`src/hdl/tccs_pkg.sv`:
```
package tccs_pkg;

  localparam int COLUMNS = 80;
  localparam int ROWS    = 25;
  localparam int CELLS   = COLUMNS * ROWS;

  localparam int ADDR_W = $clog2(CELLS);
  localparam int IDX_W  = 11;
  localparam int ROW_W  = 5;
  localparam int COL_W  = 7;
  localparam int CELL_W = 16;

  localparam int LAST_ROW_BASE = CELLS - COLUMNS;

  localparam logic [1:0] MODE_PRINT = 2'd0;
  localparam logic [1:0] MODE_CLEAR = 2'd1;
  localparam logic [1:0] MODE_READ  = 2'd2;

  localparam logic [7:0] CH_NUL     = 8'd0;
  localparam logic [7:0] CH_NEWLINE = 8'd10;
  localparam logic [7:0] CH_SPACE   = 8'd32;

  localparam logic [CELL_W-1:0] CELL_BLANK = {8'h00, CH_SPACE};

  // Memory port request driven by the controller
  typedef struct packed {
    logic              we;
    logic [ADDR_W-1:0] waddr;
    logic [CELL_W-1:0] wdata;
    logic              re;
    logic [ADDR_W-1:0] raddr;
  } mem_req_t;

  // Finished result handed to the output register
  typedef struct packed {
    logic             load;
    logic [7:0]       cell_char;
    logic [7:0]       cell_attr;
    logic [ROW_W-1:0] row;
    logic [COL_W-1:0] col;
  } res_t;

endpackage

```
`src/hdl/tccs_ctrl.sv`:
```
module tccs_ctrl
  import tccs_pkg::*;
(
  input  logic              clk,
  input  logic              rst_n,
  input  logic              in_valid,
  output logic              in_stall,
  input  logic [1:0]        in_mode,
  input  logic [7:0]        in_char_code,
  input  logic [3:0]        in_fg_color,
  input  logic [3:0]        in_bg_color,
  input  logic [IDX_W-1:0]  in_cell_index,
  output mem_req_t          mem_req,
  input  logic [CELL_W-1:0] mem_rdata,
  input  logic              out_free,
  output res_t              res
);

  localparam logic [2:0] ST_FILL = 3'd0;
  localparam logic [2:0] ST_IDLE = 3'd1;
  localparam logic [2:0] ST_RD   = 3'd2;
  localparam logic [2:0] ST_SCR  = 3'd3;
  localparam logic [2:0] ST_FIN  = 3'd4;

  localparam logic [ADDR_W-1:0] LAST_ADDR = ADDR_W'(CELLS - 1);
  localparam logic [ADDR_W-1:0] LAST_BASE = ADDR_W'(LAST_ROW_BASE);
  localparam logic [ADDR_W-1:0] ROW_STEP  = ADDR_W'(COLUMNS);
  localparam logic [ROW_W-1:0]  LAST_ROW  = ROW_W'(ROWS - 1);
  localparam logic [COL_W-1:0]  LAST_COL  = COL_W'(COLUMNS - 1);

  logic [2:0]        state_r, state_nxt;
  logic [ADDR_W-1:0] ptr_r, ptr_nxt;
  logic              cp_v_r, cp_v_nxt;
  logic [ADDR_W-1:0] cp_addr_r, cp_addr_nxt;
  logic              fill_blank_r, fill_blank_nxt;
  logic [ROW_W-1:0]  row_r, row_nxt;
  logic [COL_W-1:0]  col_r, col_nxt;
  logic [ADDR_W-1:0] base_r, base_nxt;
  logic [7:0]        pend_char_r, pend_char_nxt;
  logic [7:0]        pend_attr_r, pend_attr_nxt;

  logic              do_nl;

  assign in_stall = (state_r != ST_IDLE);

  always_comb begin
    state_nxt      = state_r;
    ptr_nxt        = ptr_r;
    cp_v_nxt       = 1'b0;
    cp_addr_nxt    = cp_addr_r;
    fill_blank_nxt = fill_blank_r;
    row_nxt        = row_r;
    col_nxt        = col_r;
    base_nxt       = base_r;
    pend_char_nxt  = pend_char_r;
    pend_attr_nxt  = pend_attr_r;
    do_nl          = 1'b0;
    mem_req        = '0;
    res            = '0;
    res.cell_char  = pend_char_r;
    res.cell_attr  = pend_attr_r;
    res.row        = row_r;
    res.col        = col_r;

    case (state_r)
      ST_FILL: begin
        mem_req.we    = 1'b1;
        mem_req.waddr = ptr_r;
        mem_req.wdata = fill_blank_r ? CELL_BLANK : '0;
        if (ptr_r == LAST_ADDR) begin
          ptr_nxt   = '0;
          state_nxt = fill_blank_r ? ST_FIN : ST_IDLE;
        end else begin
          ptr_nxt = ptr_r + 1'b1;
        end
      end

      ST_IDLE: begin
        if (in_valid) begin
          pend_char_nxt = '0;
          pend_attr_nxt = '0;
          state_nxt     = ST_FIN;
          case (in_mode)
            MODE_PRINT: begin
              if (in_char_code == CH_NEWLINE) begin
                do_nl = 1'b1;
              end else if (in_char_code != CH_NUL) begin
                mem_req.we    = 1'b1;
                mem_req.waddr = base_r + ADDR_W'(col_r);
                mem_req.wdata = {in_bg_color, in_fg_color, in_char_code};
                if (col_r == LAST_COL) begin
                  do_nl = 1'b1;
                end else begin
                  col_nxt = col_r + 1'b1;
                end
              end
            end
            MODE_CLEAR: begin
              row_nxt        = '0;
              col_nxt        = '0;
              base_nxt       = '0;
              ptr_nxt        = '0;
              fill_blank_nxt = 1'b1;
              state_nxt      = ST_FILL;
            end
            MODE_READ: begin
              if ({1'b0, in_cell_index} < (IDX_W + 1)'(CELLS)) begin
                mem_req.re    = 1'b1;
                mem_req.raddr = ADDR_W'(in_cell_index);
                state_nxt     = ST_RD;
              end
            end
            default: begin
            end
          endcase
          if (do_nl) begin
            col_nxt = '0;
            if (row_r == LAST_ROW) begin
              ptr_nxt   = '0;
              state_nxt = ST_SCR;
            end else begin
              row_nxt  = row_r + 1'b1;
              base_nxt = base_r + ROW_STEP;
            end
          end
        end
      end

      ST_RD: begin
        pend_char_nxt = mem_rdata[7:0];
        pend_attr_nxt = mem_rdata[15:8];
        state_nxt     = ST_FIN;
      end

      // Scroll sweep: read one row ahead, write it back in the next cycle; then blank the last row.
      ST_SCR: begin
        if (cp_v_r) begin
          mem_req.we    = 1'b1;
          mem_req.waddr = cp_addr_r;
          mem_req.wdata = mem_rdata;
        end
        if (ptr_r < LAST_BASE) begin
          mem_req.re    = 1'b1;
          mem_req.raddr = ptr_r + ROW_STEP;
          cp_v_nxt      = 1'b1;
          cp_addr_nxt   = ptr_r;
          ptr_nxt       = ptr_r + 1'b1;
        end else if (!cp_v_r) begin
          mem_req.we    = 1'b1;
          mem_req.waddr = ptr_r;
          mem_req.wdata = CELL_BLANK;
          if (ptr_r == LAST_ADDR) begin
            ptr_nxt   = '0;
            state_nxt = ST_FIN;
          end else begin
            ptr_nxt = ptr_r + 1'b1;
          end
        end
      end

      ST_FIN: begin
        if (out_free) begin
          res.load  = 1'b1;
          state_nxt = ST_IDLE;
        end
      end

      default: begin
        state_nxt = ST_IDLE;
      end
    endcase
  end

  always_ff @(posedge clk) begin
    if (!rst_n) begin
      state_r      <= ST_FILL;
      ptr_r        <= '0;
      cp_v_r       <= 1'b0;
      fill_blank_r <= 1'b0;
      row_r        <= '0;
      col_r        <= '0;
      base_r       <= '0;
    end else begin
      state_r      <= state_nxt;
      ptr_r        <= ptr_nxt;
      cp_v_r       <= cp_v_nxt;
      fill_blank_r <= fill_blank_nxt;
      row_r        <= row_nxt;
      col_r        <= col_nxt;
      base_r       <= base_nxt;
    end
  end

  always_ff @(posedge clk) begin
    cp_addr_r   <= cp_addr_nxt;
    pend_char_r <= pend_char_nxt;
    pend_attr_r <= pend_attr_nxt;
  end

endmodule

```
`config.mk`:
```
export PLATFORM = sky130hd
export DESIGN_NAME = tccs_ctrl
export DESIGN_NICKNAME = d
export VERILOG_FILES = /design/src/hdl/tccs_pkg.sv /design/src/hdl/tccs_ctrl.sv
export SDC_FILE = /design/constraint.sdc
export NUM_CORES = 1
export LEC_CHECK = 0
export BUFFER_PORTS_ARGS = -buffer_cell sky130_fd_sc_hd__buf_2
export CAP_MARGIN = 20
export CORE_UTILIZATION = 55
export DETAILED_ROUTE_END_ITERATION = 12
export PLACE_DENSITY = 0.84
export REMOVE_ABC_BUFFERS = 1
export SETUP_SLACK_MARGIN = 0.4
export SLEW_MARGIN = 10
export SYNTH_ARGS = -nofsm -noshare
export SYNTH_HDL_FRONTEND = slang
export SYNTH_SLANG_ARGS = --single-unit
```
`constraint.sdc`:
```
create_clock -name clk -period 6.5 [get_ports clk]
set_input_delay 1.3 -clock clk [delete_from_list [all_inputs] [get_ports clk]]
set_output_delay 1.3 -clock clk [all_outputs]
set_load 0.01 [all_outputs]
```
==> flow_summary.rst <==
.. list-table::
   :header-rows: 1

   * - Metric
     - Value
   * - Number of buffers added to fix hold violations after cts
     - 0
   * - Tot GR Track Use
     - 30.6%
   * - Number of buffer and inverter stages on the critical path
     - 2
   * - Number of buffers inserted during clock tree synthesis
     - 9
   * - Via count of the first global-routing pass
     - approximately 3800
   * - Post_cts resized
     - 0
   * - Drt total wl
     - 11.7 mm
   * - Cell Chain, Critical Path
     - or3b_1, nor2_2, and2_1, o41ai_2, buf_4, or4_1, nand3_1, buf_2
   * - Number of fillers in the final layout
     - 575
   * - First-pass GRT wire length
     - 17.9 mm
   * - Via density
     - about 6
   * - Top area cells in the synthesized netlist
     - sky130_fd_sc_hd__edfxtp_1 20%, sky130_fd_sc_hd__dfxtp_1 19%, sky130_fd_sc_hd__ha_1 5.2%
   * - Peak supply drop
     - about 0.00013 V
   * - Normalized max-slew margin
     - ~33%
   * - Insertion delay to the later sink of the worst-skew pair
     - 0.36 ns
   * - Synthesis-to-layout area growth
     - 21.4%
   * - Synth Register Bits
     - 66
   * - Critical R2R Launch
     - state_r[0]
   * - Die height
     - a little under 90 µm
   * - Number of flops mapped to enable cells by yosys
     - 27
   * - CTS Root Cell
     - sky130_fd_sc_hd__clkbuf_8
   * - Number of max-slew violations in the final report
     - 0
   * - TritonCTS clock tree
     - done
   * - Routability congestion estimate
     - approximately 0.89
   * - Clk slew on worst S/H paths
     - around 0.080 ns
   * - Portion of synthesized cell area occupied by the leading cell type
     - 19.7%
   * - Run status
     - finished, final reports clean
   * - Summed negative setup slack over all endpoints
     - 0 ns
   * - Post-place setup slack
     - about 1.6 ns
   * - Crit path capture type
     - output port
   * - Kind of critical path
     - reg -> out
   * - Part of the Yosys area used for sequential elements
     - around two fifths
   * - Average footprint of a synthesized cell
     - 8.80 µm²
   * - Core Rows
     - 31
   * - Initial core utilization
     - 56.8%
   * - Total of buffers placed on input and output ports
     - between 100 and 150
   * - Ant. Diodes
     - 0
   * - Final worst-path cycle share
     - just under 80%
   * - Setup repair bufs after CTS
     - 0
   * - Hold-critical path depth
     - 2
   * - Number of optimization iterations in the first detailed-route pass
     - 5
   * - Number of hold-slack violations in the final timing report
     - 0
   * - Floorplan core area
     - about 7300 µm²
   * - Number of cells on the worst reg-to-reg path
     - 6
   * - Sink of the worst hold path
     - base_r[3]
   * - Layout cells sized above 1
     - approximately a quarter
   * - Wirelength per Cell
     - roughly 17 µm
   * - Pwr/cell area
     - 177 nW/µm²
   * - Worst-case setup margin in the final layout
     - 1.47 ns
   * - Slack of the worst reg-to-reg path
     - approximately 3.8 ns
   * - Fraction of the core area covered by cells at the end of the flow
     - between 60 and 70%
   * - Routed via count
     - 4148
   * - Slowest cell delay on critical path
     - around 0.62 ns
   * - Tightest Pin Transition
     - between 1 and 1.5 ns
   * - Count of maximum capacitance violations
     - 0
   * - Die extent in x
     - ~89 µm
   * - Number of nets with antenna violations after routing
     - 0
   * - Largest driver fanout on the critical path
     - 15
   * - Synth Instances
     - 468
   * - CP max stage cell
     - sky130_fd_sc_hd__dfxtp_1
   * - Final worst path period need
     - a little over 5 ns
   * - Peak Freq
     - about 0.20 GHz
   * - Count of cell types in the netlist
     - 71
   * - Number of antenna violations at the first check in global routing
     - 0
   * - Worst min-delay path class
     - reg -> reg
   * - Critical hold path startpoint
     - base_r[3]
   * - Maximum number of pins on one net before global-route repair
     - 22
   * - Number of remaining DRC errors
     - 0
   * - Count of endpoints failing setup in the final report
     - 0
   * - Standby leakage power
     - approximately 0.0021 µW
   * - Crit path launch type
     - flop
   * - Net total in the final layout
     - about 640
   * - Worst R2R End
     - col_r[6]
   * - Netlist Area Pre-Place
     - between 4000 and 5000 µm²
   * - Boundary Pins
     - about 120
   * - Synth async-reset ratio
     - 0%
   * - Critical path data arrival time
     - 3.73 ns
   * - Grt ovf
     - 0
   * - Clock skew
     - 0.00981 ns
   * - Setup repair after global routing missed its margin
     - no
   * - Count of H-tree levels built during CTS
     - 3
   * - Yosys warns
     - 0
   * - Most instantiated flip-flop cell in the synthesis netlist
     - sky130_fd_sc_hd__dfxtp_1
   * - Critical path's top delay family
     - simple AND/OR/NAND/NOR gates
   * - Required time worst endpoint
     - about 5.2 ns
   * - Library cell occupying the most area in the post-synthesis netlist
     - sky130_fd_sc_hd__edfxtp_1
   * - Count of clock tree sinks
     - between 60 and 70
   * - Die Footprint
     - between 7000 and 8000 µm²
   * - DR iter-0 viols
     - about 310
   * - Buffer levels on the longest clock path
     - 2
   * - Half-perimeter wire length of the detailed placement result
     - between 8 and 9 mm
==> report_power, final <==
| part | internal, µW | leakage, µW | switching [µW] |
|---|---|---|---|
| registers | 430 | 0.000558 | 3.53 |
| clock network | 239 | 0.000114 | 172 |
| logic | 18.8 | 0.00144 | 25.0 |
==> layout make-up <==
cell class	instances	area, µm²	share of cell area (%)
multi-input combinational	354	2340	46.9
sequential	66	1590	31.8
timing repair buffer	121	617	12.3
clock buffer	10	149	2.98
tap	99	124	2.48
inverter	24	90.1	1.80
clock inverter	6	86.3	1.73
==> placed cells by master (no fill, tap or decap), drive strengths merged, types with 4 or more instances in the layout <==
master and n:
a21oi 22, edfxtp 27, a21boi 7, nor2 49, o21a 7, a22o 18
nor3 12, o21ai 36, nand3 17, nand2 32, or4 4, xnor2 8
o31ai 5, nand4 4, clkbuf 10, xor2 12, ha 17, and2 20
a211oi 6, or3 6, buf 121, a31oi 5, a32o 4, dfxtp 39
a41oi 4, inv 25, a22oi 8
==> metal layers <==
layer	GRT usage [%]	part of all wire, %	vias to the layer above
li1	-	-	1952
met1	37.6	41	1923
met2	51.0	46	241
met3	5.41	8.6	32
met4	17.3	3.6	0
met5	0	0	-
==> worst max-delay path by stage <==
stage          slack, ns            start          end  depth (start not counted)
4_1_cts             1.51       state_r[0]  mem_req[38]                          8
6_report            1.47       state_r[0]  mem_req[38]                          8
3_3_place_gp        1.71  in_char_code[0]  mem_req[38]                          6
2_1_floorplan       2.37       in_mode[0]  mem_req[38]                          6
3_5_place_dp        1.64         in_valid  mem_req[38]                          9
5_1_grt             1.34       state_r[0]  mem_req[38]                          8
==> synth_stat cells (all sizes together), types with 4 or more instances <==
| master | n |
|---|---|
| or3 | 6 |
| o31ai | 5 |
| nor3 | 12 |
| a41oi | 4 |
| nor2 | 49 |
| edfxtp | 27 |
| xor2 | 12 |
| and2 | 20 |
| a21oi | 22 |
| a22o | 18 |
| or4 | 4 |
| a22oi | 8 |
| o21a | 7 |
| clkbuf | 21 |
| nand2 | 32 |
| dfxtp | 39 |
| xnor2 | 8 |
| a32o | 4 |
| a211oi | 6 |
| nand4 | 4 |
| a21boi | 7 |
| o21ai | 36 |
| nand3 | 17 |
| ha | 17 |
| a31oi | 5 |
| inv | 24 |
==> cells by family after synthesis <==
| kind of cell | synth area share [%] |
|---|---|
| compound gates | 26.1 |
| buf+inv | 4.49 |
| mux | 0.516 |
| simple gates | 20.4 |
| flops | 38.6 |
| xor+xnor | 4.25 |
| fa+ha+maj | 5.65 |
==> worst reg2reg max path: cells and delay by family, from the launching register on <==
family             cells  cell delay [ns]
AOI/OAI and AO/OA      3             0.90
DFF                    1             0.62
and+or+nand+nor        3             1.07
==> state kept, by name, indices dropped and copies added (netlist names) <==
register,count
base_r,11
cp_addr_r,11
ptr_r,11
pend_attr_r,8
pend_char_r,8
col_r,7
row_r,5
state_r,3
cp_v_r,1
fill_blank_r,1
==> through the flow <==
step | instance area (µm²) | hold slack [ns] | total power, µW | cells
final | 5000 | 0.435 | 887 | 680
after floorplan | 4030 | 0.412 | 457 | 444
after CTS | 5000 | 0.437 | 889 | 680
after detailed placement | 4770 | 0.425 | 486 | 664
after global routing | 5000 | 0.445 | 914 | 680
after global placement | 4750 | 0.418 | 484 | 662
Note: power is estimated with default switching activity, not from simulation.
